===== src/rtl/fba_pkg.sv =====
// fba_pkg: shared widths, codes and types of the fit block allocator
// used by every module under rtl; depends on nothing

package fba_pkg;

  localparam int MAX_BLOCKS_DEF = 64;

  localparam int SIZE_W        = 16;
  localparam int LOAD_INDEX_W  = 6;
  localparam int BLOCK_INDEX_W = 6;
  localparam int NUM_BLOCKS_W  = 7;

  localparam int S_TDATA_W = 24;
  localparam int M_TDATA_W = 8;

  localparam int CFG_INDEX_W = 1;
  localparam int CFG_DATA_W  = 7;

  // command codes carried in s_tuser
  localparam logic CMD_LOAD    = 1'b0;
  localparam logic CMD_REQUEST = 1'b1;

  // configuration register indexes
  localparam logic [CFG_INDEX_W-1:0] CFG_FIT_MODE   = 1'b0;
  localparam logic [CFG_INDEX_W-1:0] CFG_NUM_BLOCKS = 1'b1;

  // fit mode codes
  localparam logic MODE_FIRST_FIT = 1'b0;
  localparam logic MODE_BEST_FIT  = 1'b1;

  // search token handed from cell to cell
  typedef struct packed {
    logic              valid;
    logic              found;
    logic [SIZE_W-1:0] want;
    logic [SIZE_W-1:0] best_size;
  } tok_t;

  // one result item
  typedef struct packed {
    logic [BLOCK_INDEX_W-1:0] block_index;
    logic                     allocated;
  } res_t;

endpackage


===== src/rtl/fba_out_buf.sv =====
// fba_out_buf: two-place result buffer in front of the master side
// depends on fba_pkg

module fba_out_buf (
  input  logic          clk,
  input  logic          rst,
  input  logic          push,
  input  fba_pkg::res_t push_res,
  output logic          full,
  output logic          m_tvalid,
  input  logic          m_tready,
  output fba_pkg::res_t m_res
);

  logic          skid_valid;
  fba_pkg::res_t skid_res;
  logic          pop;

  assign pop  = m_tvalid && m_tready;
  assign full = skid_valid;

  always_ff @(posedge clk) begin
    if (rst) begin
      m_tvalid   <= 1'b0;
      skid_valid <= 1'b0;
    end else if (push) begin
      if (m_tvalid && !pop) begin
        skid_valid <= 1'b1;
        skid_res   <= push_res;
      end else begin
        m_tvalid <= 1'b1;
        m_res    <= push_res;
      end
    end else if (pop) begin
      if (skid_valid) begin
        m_res      <= skid_res;
        skid_valid <= 1'b0;
      end else begin
        m_tvalid <= 1'b0;
      end
    end
  end

endmodule


===== config.mk =====
export PLATFORM = sky130hd
export DESIGN_NAME = fba_out_buf
export DESIGN_NICKNAME = d
export VERILOG_FILES = /design/src/rtl/fba_pkg.sv /design/src/rtl/fba_out_buf.sv
export SDC_FILE = /design/constraint.sdc
export NUM_CORES = 1
export LEC_CHECK = 0
export BUFFER_PORTS_ARGS = -buffer_cell sky130_fd_sc_hd__buf_2
export CAP_MARGIN = 10
export CORE_MARGIN = 1.5
export CORE_UTILIZATION = 47
export DETAILED_ROUTE_END_ITERATION = 16
export PLACE_DENSITY = 0.8
export SLEW_MARGIN = 0
export SYNTH_ARGS = -nofsm -noshare
export SYNTH_HDL_FRONTEND = slang
export SYNTH_SLANG_ARGS = --single-unit

===== constraint.sdc =====
create_clock -name clk -period 2 [get_ports clk]
set_input_delay 0.4 -clock clk [delete_from_list [all_inputs] [get_ports clk]]
set_output_delay 0.4 -clock clk [all_outputs]
set_load 0.005 [all_outputs]

==> results.yml <==
run_status:
  outcome: "complete, no violations"
timing:
  grt_setup_unrepaired: "no"
  final_setup_tns_ns: 0
  maxClockFrequency_mhz: 771
  maxSlewHeadroom_pct: 80.6
  finalSetupViolations: 0
  worst_pin_slew_ns: 0.292
  report.final.hold_viol_count: 0
  timing.final.crit_period_ns: 1.30
  report.final.slew_viol_count: 0
  finClkSkew_ns: 0.00196
  timing.final.crit_share_pct: 64.9
floorplan:
  core.rowCount: 13
  floorplan.die_area_mm2: 0.00161
  start_util_pct: 49.9
  die-width_um: 40.2
  ioPinCount: 20
  die_height_um: 40.2
  core_area_mm2: 0.00130
critical_path:
  largest_stage_delay_on_the_critical_path_ns: 0.42
  endpoint_kind: "register"
  cp_num_cells: 2
  crit_arrival_ns: 1.25
  critPathSlowestCell: "dfxtp_1"
  regToRegSetupSlack_ns: 0.70
  critical-path-top-delay-family: "simple AND/OR/NAND/NOR gates"
  crit-reg2reg-capture: "skid_res[3]"
  r2r_depth: 2
  r2r_start: "m_tvalid"
  critical_path.cell_chain: "nor2b_4 -> and3b_1"
  critical_path_required_ns: 1.96
  cp_max_fo: 7
  path_buf_inv: 0
  timing.setup.critical_path_class: "register to register"
  critical_path.startpoint_type: "register"
  worstSetupStartpoint: "m_tvalid"
global_routing:
  grt_pass1_vias: 291
  antenna_found_initial: 0
  grt.total_usage_pct: 13.7
  grt_pass1_wl_mm: 1.30
  maximum_number_of_pins_on_one_net_before_global_route_repair: 12
  grt_overflow_total: 0
cells_and_area:
  drive_above_1_share_pct: 58.6
  post-route-cell-area_um2: 786
  fin_nets: 70
  num_antenna_cells: 0
  area_delta_synth_final_pct: 21.0
clock_network:
  h-tree-depth: 1
  postCtsResizedCells: 0
  cts_tree: "yes"
  post_cts_hold_buffer_count: 0
  clock_latency_ns: 0.27
  cts_setup_buffers: 0
  clockBufferDepth: 2
  cts-buffers-inserted: 3
  clkSinkCount: 16
  clockRootBuffer: "clkbuf_4"
  path_clk_slew_ns: 0.09
detailed_routing:
  routed-via-count: 361
  routed_via_density: 4.95
  detail_route.first_pass.iterations: 2
  routed_wire_length_per_instance_um: 13.4
  initialDrtViolationCount: 4
  detail_route.drc_violations: 0
  detail-route-antenna-nets: 0
  route.final.wire_length_um: 977
hold_path:
  hold_path_startpoint: "push_res[5]"
  hold_path_end: "skid_res[5]"
  min-delay-path-class: "input port to register"
  hold_path_depth: 1
place:
  place.detailed.hpwl_um: 721
  placed_cell_area_um2: 759
  place.port_buffers: 19
  gp_routability_congestion: 0.657
logic_synthesis:
  yosys_most_used_dff: "edfxtp_1"
  sequential_element_share_of_the_synthesized_area_pct: 70.9
  ys_seq_elements: 16
  syn-cell-area_um2: 649
  postSynth.asyncResetShare_pct: 0
  synth.yosys.warnings: 0
  synth.top_cells.by_count: "edfxtp_1 (14), mux2_4 (6), a21oi_2 (2), dfxtp_1 (2), nand2_1 (2)"
  post-synth-top-count-cell: "edfxtp_1"
  post_synthesis_net_count: 46
  post-synth-top-area-fraction_pct: 64.7
  synth.distinct_cells: 14
  syn_inst: 35
  synthDominantAreaCellType: "edfxtp_1"
  avgSynthCellArea_um2: 18.6
  ys_top_cells_by_area: "edfxtp_1 (65%), mux2_4 (14%), dfxtp_1 (6.2%)"
  synth_edf_count: 14
power:
  peakVddDrop_mv: 0.439
  p_per_area_mw_per_mm2: 767
  p_leak_nw: 0.323
job:
  max_cap_viol_count: 0
cells by family (layout without fill, tap and decap cells):
group	Yosys count	after routing	share of synthesized area [%]
muxes	7	7	15.6
AOI/OAI and AO/OA	4	4	4.82
buffers and inverters	1	24	1.73
and+or+nand+nor	7	7	6.94
DFF	16	16	70.9
per-layer routing:
layer	global-route usage (%)	vias to the layer above	routed length [um]
met5	0	-	0
met4	10.0	0	20
met3	3.33	2	37
met2	20.6	13	456
met1	17.0	166	462
li1	-	180	-
power by group:
| part | internal (mW) | total (mW) | switching, mW |
|---|---|---|---|
| Combinational | 0.0322 | 0.0586 | 0.0264 |
| Clock | 0.0721 | 0.163 | 0.0907 |
| Sequential | 0.375 | 0.381 | 0.00556 |
| Total | 0.480 | 0.602 | 0.123 |
area by class of cell:
| cell class | instances | area (um^2) |
|---|---|---|
| clock inverter | 1 | 3.75 |
| clock buffer | 3 | 22.5 |
| timing repair buffer | 20 | 103 |
| tap | 15 | 18.8 |
| fill | 108 | 515 |
| sequential | 16 | 460 |
| multi-input combinational | 18 | 178 |
per-stage QoR:
stage / worst slack (ns) / hold WS [ns] / power, mW / cells / util [%]
floorplan: 0.480 / 0.462 / 0.421 / 35 / -
global placement: 0.637 / 0.524 / 0.445 / 69 / 58.4
detailed placement: 0.600 / 0.515 / 0.447 / 69 / 58.4
CTS: 0.698 / 0.310 / 0.608 / 73 / 60.4
global route: 0.626 / 0.296 / 0.629 / 73 / 60.4
finish: 0.703 / 0.318 / 0.602 / 73 / 60.4
how the worst max path moves through the flow:
stage / slack, ns / to
global placement: 0.64 / skid_res[4]
CTS: 0.70 / skid_res[2]
finish: 0.70 / skid_res[3]
global route: 0.63 / skid_res[2]
floorplan: 0.48 / m_res[0]
detailed placement: 0.60 / skid_res[4]
worst reg2reg max path, cell delays in order, from the launching register on:
cell     delay [ns]
dfxtp_1        0.42
nor2b_4        0.22
and3b_1        0.34
placed cells by master, fill, tap and decap left out, types with 2 or more instances in the layout:
cell type  count
dfxtp_1        2
a21oi_2        2
clkbuf_4       3
buf_2         19
edfxtp_1      14
nand2_1        2
mux2_4         6
registers in the layout (all words and copies together) (netlist names):
name	cells
m_res	7
full	1
skid_res	7
m_tvalid	1
Power figures use the tool's default switching activity.
