--- src/rtl/fba_pkg.sv ---
// fba_pkg: shared widths, codes and types of the fit block allocator
// used by every module under rtl; depends on nothing

package fba_pkg;

  localparam int MAX_BLOCKS_DEF = 64;

  localparam int SIZE_W        = 16;
  localparam int LOAD_INDEX_W  = 6;
  localparam int BLOCK_INDEX_W = 6;
  localparam int NUM_BLOCKS_W  = 7;

  localparam int S_TDATA_W = 24;
  localparam int M_TDATA_W = 8;

  localparam int CFG_INDEX_W = 1;
  localparam int CFG_DATA_W  = 7;

  // command codes carried in s_tuser
  localparam logic CMD_LOAD    = 1'b0;
  localparam logic CMD_REQUEST = 1'b1;

  // configuration register indexes
  localparam logic [CFG_INDEX_W-1:0] CFG_FIT_MODE   = 1'b0;
  localparam logic [CFG_INDEX_W-1:0] CFG_NUM_BLOCKS = 1'b1;

  // fit mode codes
  localparam logic MODE_FIRST_FIT = 1'b0;
  localparam logic MODE_BEST_FIT  = 1'b1;

  // search token handed from cell to cell
  typedef struct packed {
    logic              valid;
    logic              found;
    logic [SIZE_W-1:0] want;
    logic [SIZE_W-1:0] best_size;
  } tok_t;

  // one result item
  typedef struct packed {
    logic [BLOCK_INDEX_W-1:0] block_index;
    logic                     allocated;
  } res_t;

endpackage

--- src/rtl/fba_cell.sv ---
// fba_cell: one table entry (block size and occupied flag) and one stage
// of the search chain; depends on fba_pkg

module fba_cell #(
  parameter int IDXW    = 6,
  parameter int CELL_ID = 0
) (
  input  logic                              clk,
  input  logic                              rst,
  input  logic                              fit_mode,
  input  logic [fba_pkg::NUM_BLOCKS_W-1:0]  num_blocks,
  input  logic                              load_en,
  input  logic [fba_pkg::LOAD_INDEX_W-1:0]  load_index,
  input  logic [fba_pkg::SIZE_W-1:0]        load_size,
  input  logic                              claim_en,
  input  logic [IDXW-1:0]                   claim_idx,
  input  fba_pkg::tok_t                     tok_in,
  input  logic [IDXW-1:0]                   idx_in,
  output fba_pkg::tok_t                     tok_out,
  output logic [IDXW-1:0]                   idx_out
);

  localparam int LW = (IDXW > fba_pkg::NUM_BLOCKS_W) ? IDXW : fba_pkg::NUM_BLOCKS_W;
  localparam int CW = (IDXW > fba_pkg::LOAD_INDEX_W) ? IDXW : fba_pkg::LOAD_INDEX_W;
  localparam logic [LW-1:0]   LIM_ID  = LW'(CELL_ID);
  localparam logic [CW-1:0]   LOAD_ID = CW'(CELL_ID);
  localparam logic [IDXW-1:0] MY_IDX  = IDXW'(CELL_ID);

  logic [fba_pkg::SIZE_W-1:0] size;
  logic                       taken;
  logic                       load_hit;
  logic                       claim_hit;
  logic                       active;
  logic                       fits;
  logic                       pick;
  fba_pkg::tok_t              tok_next;
  logic [IDXW-1:0]            idx_next;

  assign load_hit  = load_en && (CW'(load_index) == LOAD_ID);
  assign claim_hit = claim_en && (claim_idx == MY_IDX);
  assign active    = LIM_ID < LW'(num_blocks);
  assign fits      = tok_in.valid && active && !taken && (size >= tok_in.want);
  assign pick      = fits && (!tok_in.found ||
                     (fit_mode == fba_pkg::MODE_BEST_FIT && size < tok_in.best_size));

  always_comb begin
    tok_next           = tok_in;
    tok_next.found     = tok_in.found || fits;
    tok_next.best_size = pick ? size : tok_in.best_size;
    idx_next           = pick ? MY_IDX : idx_in;
  end

  always_ff @(posedge clk) begin
    if (load_hit) begin
      size <= load_size;
    end
    idx_out <= idx_next;
    if (rst) begin
      taken   <= 1'b0;
      tok_out <= '0;
    end else begin
      tok_out <= tok_next;
      if (load_hit) begin
        taken <= 1'b0;
      end else if (claim_hit) begin
        taken <= 1'b1;
      end
    end
  end

endmodule

--- config.mk ---
export PLATFORM = sky130hd
export DESIGN_NAME = fba_cell
export DESIGN_NICKNAME = d
export VERILOG_FILES = /design/src/rtl/fba_pkg.sv /design/src/rtl/fba_cell.sv
export SDC_FILE = /design/constraint.sdc
export NUM_CORES = 1
export LEC_CHECK = 0
export BUFFER_PORTS_ARGS = -buffer_cell sky130_fd_sc_hd__clkbuf_2
export CORE_ASPECT_RATIO = 1.2
export CORE_UTILIZATION = 42
export DETAILED_ROUTE_END_ITERATION = 8
export PLACE_DENSITY = 0.8
export RECOVER_POWER = 25
export SLEW_MARGIN = 20
export SYNTH_ARGS = -nofsm -noshare
export SYNTH_HDL_FRONTEND = slang
export SYNTH_SLANG_ARGS = --single-unit
--- constraint.sdc ---
create_clock -name clk -period 3.9 [get_ports clk]
set_clock_uncertainty 0.05 [all_clocks]
set_input_delay 1.17 -clock clk [delete_from_list [all_inputs] [get_ports clk]]
set_output_delay 1.17 -clock clk [all_outputs]
set_load 0.02 [all_outputs]
==> results of run 1 <==
## synthesized netlist by cell type (2+ instances only)
master	n
o21ai_0	5
edfxtp_1	16
o2111ai_1	2
nand2b_1	35
nor2b_1	10
buf_6	2
a21oi_1	12
inv_1	33
ha_1	31
nor3_1	4
nor4_1	2
and3_1	2
dfxtp_1	41
clkbuf_1	4
mux2i_1	16
nand3_1	2
nand2_1	7
nor2_1	20
## path summary, 6_finish.rpt
kind | startpoint | endpoint | slack [ns] | cells past startpoint
setup / recovery | tok_in[29] | tok_out[4]$_SDFF_PP0_ | 0.91 | 10
hold reg to reg | taken$_SDFFE_PP0P_ | taken$_SDFFE_PP0P_ | 0.48 | 2
setup reg to reg | size[7]$_DFFE_PP_ | tok_out[4]$_SDFF_PP0_ | 1.41 | 8
hold / removal | taken$_SDFFE_PP0P_ | taken$_SDFFE_PP0P_ | 0.48 | 2
## per-stage QoR
step	worst slack (ns)	power, uW	hold WS, ns	util, %	instance area, um^2
after detailed placement	0.503	847	0.465	55.6	3380
after global placement	0.602	842	0.448	55.6	3380
final	0.914	1420	0.478	59.1	3600
after floorplan	0.627	763	0.428	-	2690
after CTS	0.856	1440	0.473	59.1	3600
after global routing	0.682	1490	0.526	59.1	3600
## final cells by class
class / count / area, um^2
clock buffers: 10 / 149
flip-flops and latches: 57 / 1300
fillers: 532 / 2490
clock inverters: 6 / 63.8
repair buffers: 121 / 622
multi-input cells: 162 / 1230
well taps: 82 / 103
inverters: 33 / 124
## flip-flops by register name, indices dropped and copies added (netlist names)
name / cells
idx_out: 6
size: 16
taken: 1
tok_out: 34
## routing by layer
| metal | routed length (um) | track usage, % |
|---|---|---|
| met1 | 2310 | 20.8 |
| met2 | 2880 | 31.9 |
| met3 | 454 | 7.03 |
| met4 | 91 | 7.03 |
| met5 | 0 | 0 |
## power groups by stage
| stage | clock network (uW) | registers [uW] | logic, uW |
|---|---|---|---|
| global placement | 0 | 655 | 187 |
| floorplan | 0 | 689 | 73.8 |
| finish | 593 | 642 | 190 |
| detailed placement | 0 | 656 | 192 |
| CTS | 602 | 642 | 193 |
| global route | 637 | 645 | 213 |
## kinds of logic (layout without fill, tap and decap cells)
kind of cell / after synthesis / in the layout
AOI/OAI and AO/OA: 29 / 29
adders and majority gates: 31 / 31
buffers and inverters: 40 / 170
DFF: 57 / 57
muxes: 16 / 16
and+or+nand+nor: 86 / 86
## worst min-delay path, stage by stage, from the launching register on
cell,delay [ns]
dfxtp_1,0.32
a21oi_1,0.11
nor3_1,0.05
## cells in the final DEF (no fill, tap or decap), types with 2 or more instances in the layout
cell        synthesis  layout
a21oi_1            12      12
and3_1              2       2
clkbuf_2            0     118
clkbuf_8            0       9
clkinvlp_4          0       3
dfxtp_1            41      41
edfxtp_1           16      16
ha_1               31      31
inv_1              33      33
mux2i_1            16      16
nand2_1             7       7
nand2b_1           35      35
nand3_1             2       2
nor2_1             20      20
nor2b_1            10      10
nor3_1              4       4
o2111ai_1           2       2
o21ai_0             5       5
==> results.cfg, run 1 <==
[run_status]
status = complete, but fails checks
violations = capacitance limit, slew limit

[floorplanning]
core-area_um2 = 6090
die-area_um2 = 6720
die_w_um = 75.0
initial_utilization_pct = 44.1
die_y_um = 89.6
ios = 120
core.rowCount = 31

[cts]
clk_pin_slew_worst_paths_ns = 0.07
numCtsBuffers = 9
cts_hold_buffers = 0
clock_path_buffers = 2
clock-sinks = 57
clock_latency_ns = 0.34
htreeDepth = 3
cts_setup_buffers = 0
cts_root_buffer = clkbuf_8
ctsResizeCount = 0
tritoncts = built

[timing]
slew-limit-headroom_pct = -19.0
hold_viol_final = 0
fin_crit_ns = 2.99
max_freq_ghz = 0.335
fin_tns_setup_ns = 0
timing.final.crit_share_pct = 76.6
worstMarginPinSlew_ns = 1.79
setup_viol = 0
final_max_slew_viol_count = 52
rsz0062_at_grt = false

[yosys]
synth_fp_nets = 370
synth-edff-count = 16
synth-compound-area-share_pct = 7.41
synth_top_family_by_area = simple AND/OR/NAND/NOR gates
ys_ff_latch = 57
ys_dominant_reg_cell = dfxtp_1
synthSimpleGateAreaFrac_pct = 17.6
synth_top_area_cell = dfxtp_1
yosysWarnings = 0
synthAdderAreaFrac_pct = 14.4
synth-xor-area-share_pct = 0
synthMuxAreaShare_pct = 5.96
syn_inst = 259
synth.top_cell.area_share_pct = 30.6
yosys.cell_types.count = 33
ys_seq_area_share_pct = 48.5
synth_area_um2 = 2690
synth_area_per_cell_um2 = 10.4
synth.area.top_cells = dfxtp_1 31%, edfxtp_1 18%, ha_1 14%
async_flop_share_pct = 0

[pwr]
p_per_area_nw_per_um2 = 396
p_sw_uw = 371
power.static_leakage_uw = 0.00180
p_int_uw = 1050
seqPwrFrac_pct = 45.1
clkPwrFrac_pct = 41.6
ir_worst_vdd_uv = 274
comb_power_share_pct = 13.4
swShare_pct = 26.0

[detailed_routing]
wl_per_cell_um = 12.2
vias = 2195
drc = 0
antenna_left = 0
drt-total-wl_um = 5730
detail_route.iter0.violations = 58
firstDrtPassIters = 4
vias_per_cell = 4.66

[placement]
portBuffers = 119
place_congestion = 0.809
dp_hpwl_um = 4440
dp_cells = 455

[grt]
grt_pass1_wl_um = 9090
gr-usage-all-layers_pct = 18.6
grt_max_degree = 52
antenna_found_initial = 0
grt_pass1_vias = 2110
globalRoute.totalOverflow = 0

[cells_and_area]
stdcell_count = 471
layout-drive-gt1-share_pct = 36.2
area_growth_pct = 33.9
nets = 495
num_antenna_cells = 0

[critical_path]
cp_common_cell = o21ai_0
critPathArrivalTime_ns = 3.20
cp_top_family = compound AO/OA/AOI/OAI gates
crit_slowest_cell = a21boi_4
max_stage_delay_ns = 0.45
worstSetupPathType = input port to register
cp-end-kind = register
cp_cell_sequence = clkbuf_2 -> inv_1 -> ha_1 -> a21oi_1 -> o21ai_0 -> o21ai_0 -> a41oi_1 -> a21boi_4 -> buf_12 -> mux2i_1
cp_max_fo = 15
crit_required_ns = 4.12
critPathLaunchType = input port
path_buf_inv = 3

[job]
cap_violations = 1

[hold_path]
hold_path.class = register to register
(Power assumes the default switching activity.)
==> run 2: changes to the inputs <==
ABC_AREA = 1   (was default)
CORE_UTILIZATION = 48   (was 42)
PLACE_DENSITY = 0.85   (was 0.8)
clock period = 2.9 ns   (was 3.9 ns; I/O delays follow)
==> run 2 against run 1 <==
Effect of this change: the flow now finishes without violations; critical path type unchanged; largest cell class unchanged; via count increased by 14%; total power increased by 41%; die area decreased by 8.3%; critical endpoint is now tok_out[3]$_SDFF_PP0_; final area increased by 1.7%.
==> results.cfg, run 2 <==
[placement]
dp_hpwl_um = 4750
place_congestion = 0.798
dp_slack_ns = 0.266
portBuffers = 119
dp_cells = 512

[floorplanning]
die_y_um = 85.8
ios = 120
initial_utilization_pct = 49.9
core.rowCount = 30
die-area_um2 = 6160
die_w_um = 71.8
core-area_um2 = 5630

[critical_path]
max_stage_delay_ns = 0.27
crit_required_ns = 3.08
critPathArrivalTime_ns = 2.45
regToRegSetupSlack_ns = 0.82
worstSetupPathType = input port to register
cp-end-kind = register
critPathCapture = tok_out[3]$_SDFF_PP0_
rr_worst_depth = 10
cp_max_fo = 33
crit_slowest_cell = ha_1
cp_cell_sequence = clkbuf_2 -> inv_1 -> ha_1 -> nand2_1 -> inv_1 -> nand3_1 -> nor3_1 -> nand2_1 -> nand3_1 -> nand2_2 -> inv_4 -> nand3_1 -> nand2_1 -> nor2_1
timing.rr.start = size[7]$_DFFE_PP_
timing.critical_path.from = tok_in[18]
crit_cells = 14
rr_endpoint = tok_out[3]$_SDFF_PP0_
cp_top_family = simple AND/OR/NAND/NOR gates
path_buf_inv = 4
critPathLaunchType = input port

[pwr]
ir_worst_vdd_uv = 308
power.static_leakage_uw = 0.00207
p_per_area_nw_per_um2 = 548

[detailed_routing]
drt-total-wl_um = 6180
firstDrtPassIters = 4
wl_per_cell_um = 11.7
detail_route.iter0.violations = 162
vias = 2507
antenna_left = 0
drc = 0
vias_per_cell = 4.75

[timing]
final_max_slew_viol_count = 0
worstMarginPinSlew_ns = 1.05
fin_crit_ns = 2.27
setup_ws_ns = 0.635
timing.final.crit_share_pct = 78.1
rsz0062_at_grt = false
fin_tns_setup_ns = 0
hold_viol_final = 0
max_freq_ghz = 0.441
setup_viol = 0
slew-limit-headroom_pct = 30.0

[yosys]
synth.area.top_cells = dfxtp_1 29%, edfxtp_1 17%, ha_1 14%
synth.top_cell.area_share_pct = 29.2
synth_area_um2 = 2810
yosys.cell_types.count = 26
synthTopCellsByCount = 64 x inv_1, 54 x nand2_1, 53 x nor2_1
ys_ff_latch = 57
ys_seq_area_share_pct = 46.3
yosysMostFrequentCell = inv_1
synth_top_area_cell = dfxtp_1
syn_inst = 336
synth_fp_nets = 447
ys_dominant_reg_cell = dfxtp_1
synth-edff-count = 16
async_flop_share_pct = 0
yosysWarnings = 0
synth_area_per_cell_um2 = 8.36

[cells_and_area]
largest_reg_flops = 34
num_antenna_cells = 0
nets = 570
layout-drive-gt1-share_pct = 32.1
reg_top3 = tok_out x34, size x16, idx_out x6
regMostFlops = tok_out
layout.cells.most_common_list = 118 x clkbuf_2, 64 x inv_1, 54 x nand2_1, 53 x nor2_1, 41 x dfxtp_1
fin_util_pct = 64.9
stdcell_count = 528
layout_commonest_cell = clkbuf_2
fillers = 471
area_growth_pct = 30.2

[cts]
cts_setup_buffers = 0
cts_hold_buffers = 0
htreeDepth = 3
clock-sinks = 57
tritoncts = built
clock_latency_ns = 0.34
ctsResizeCount = 0
clock_path_buffers = 2
cts_root_buffer = clkbuf_8
clk_pin_slew_worst_paths_ns = 0.06
numCtsBuffers = 9

[grt]
grt_pass1_vias = 2218
globalRoute.totalOverflow = 0
grt_pass1_wl_um = 9620
gr-usage-all-layers_pct = 20.9
antenna_found_initial = 0
grt_max_degree = 34

[hold_path]
hold_path.class = register to register
hp-start = taken$_SDFFE_PP0P_

[job]
cap_violations = 0

[run_status]
status = completed
-- run 2: layer usage --
metal	global-route usage (%)	vias up	part of all wire (%)
met5	0	-	0
met4	11.2	0	2.2
met3	5.76	13	5.5
met2	35.5	80	51
met1	23.7	1108	41
li1	-	1306	-
-- run 2: worst min-delay path, cell delays in order (launching register included) --
cell and delay (ns):
dfxtp_1 0.33, a31oi_1 0.05, nor3_1 0.11
-- run 2: layout make-up --
| type | instances | area, um^2 | area share [%] |
|---|---|---|---|
| clock buffer | 10 | 149 | 4.07 |
| clock inverter | 6 | 88.8 | 2.43 |
| inverter | 66 | 250 | 6.84 |
| multi-input combinational | 204 | 1180 | 32.2 |
| sequential | 57 | 1300 | 35.6 |
| tap | 64 | 80.1 | 2.19 |
| timing repair buffer | 121 | 609 | 16.7 |
-- run 2: through the flow --
| step | hold WS [ns] | cell area [um^2] | power, uW |
|---|---|---|---|
| final | 0.481 | 3660 | 2010 |
| after global placement | 0.457 | 3420 | 1140 |
| after floorplan | 0.437 | 2810 | 1050 |
| after detailed placement | 0.472 | 3420 | 1150 |
| after CTS | 0.487 | 3660 | 2020 |
| after global routing | 0.538 | 3660 | 2080 |
-- run 2: logic make-up (layout without fill, tap and decap cells) --
family,count (synthesis),after routing,synth area share (%)
AO/OA/AOI/OAI,32,32,6.01
adder cells (fa/ha/maj),31,31,13.8
buffers and inverters,75,203,11.8
flip-flops,57,57,46.3
AND/OR/NAND/NOR,141,141,22.1
-- run 2: worst min path at each step --
stage | to | cells after the start
floorplan | taken$_SDFFE_PP0P_ | 2
global placement | taken$_SDFFE_PP0P_ | 2
detailed placement | taken$_SDFFE_PP0P_ | 2
CTS | taken$_SDFFE_PP0P_ | 2
global route | taken$_SDFFE_PP0P_ | 2
finish | taken$_SDFFE_PP0P_ | 2
-- run 2: report_power, final --
part           switching, uW  internal [uW]
Combinational            165            108
Clock                    333            535
Sequential              10.0            854
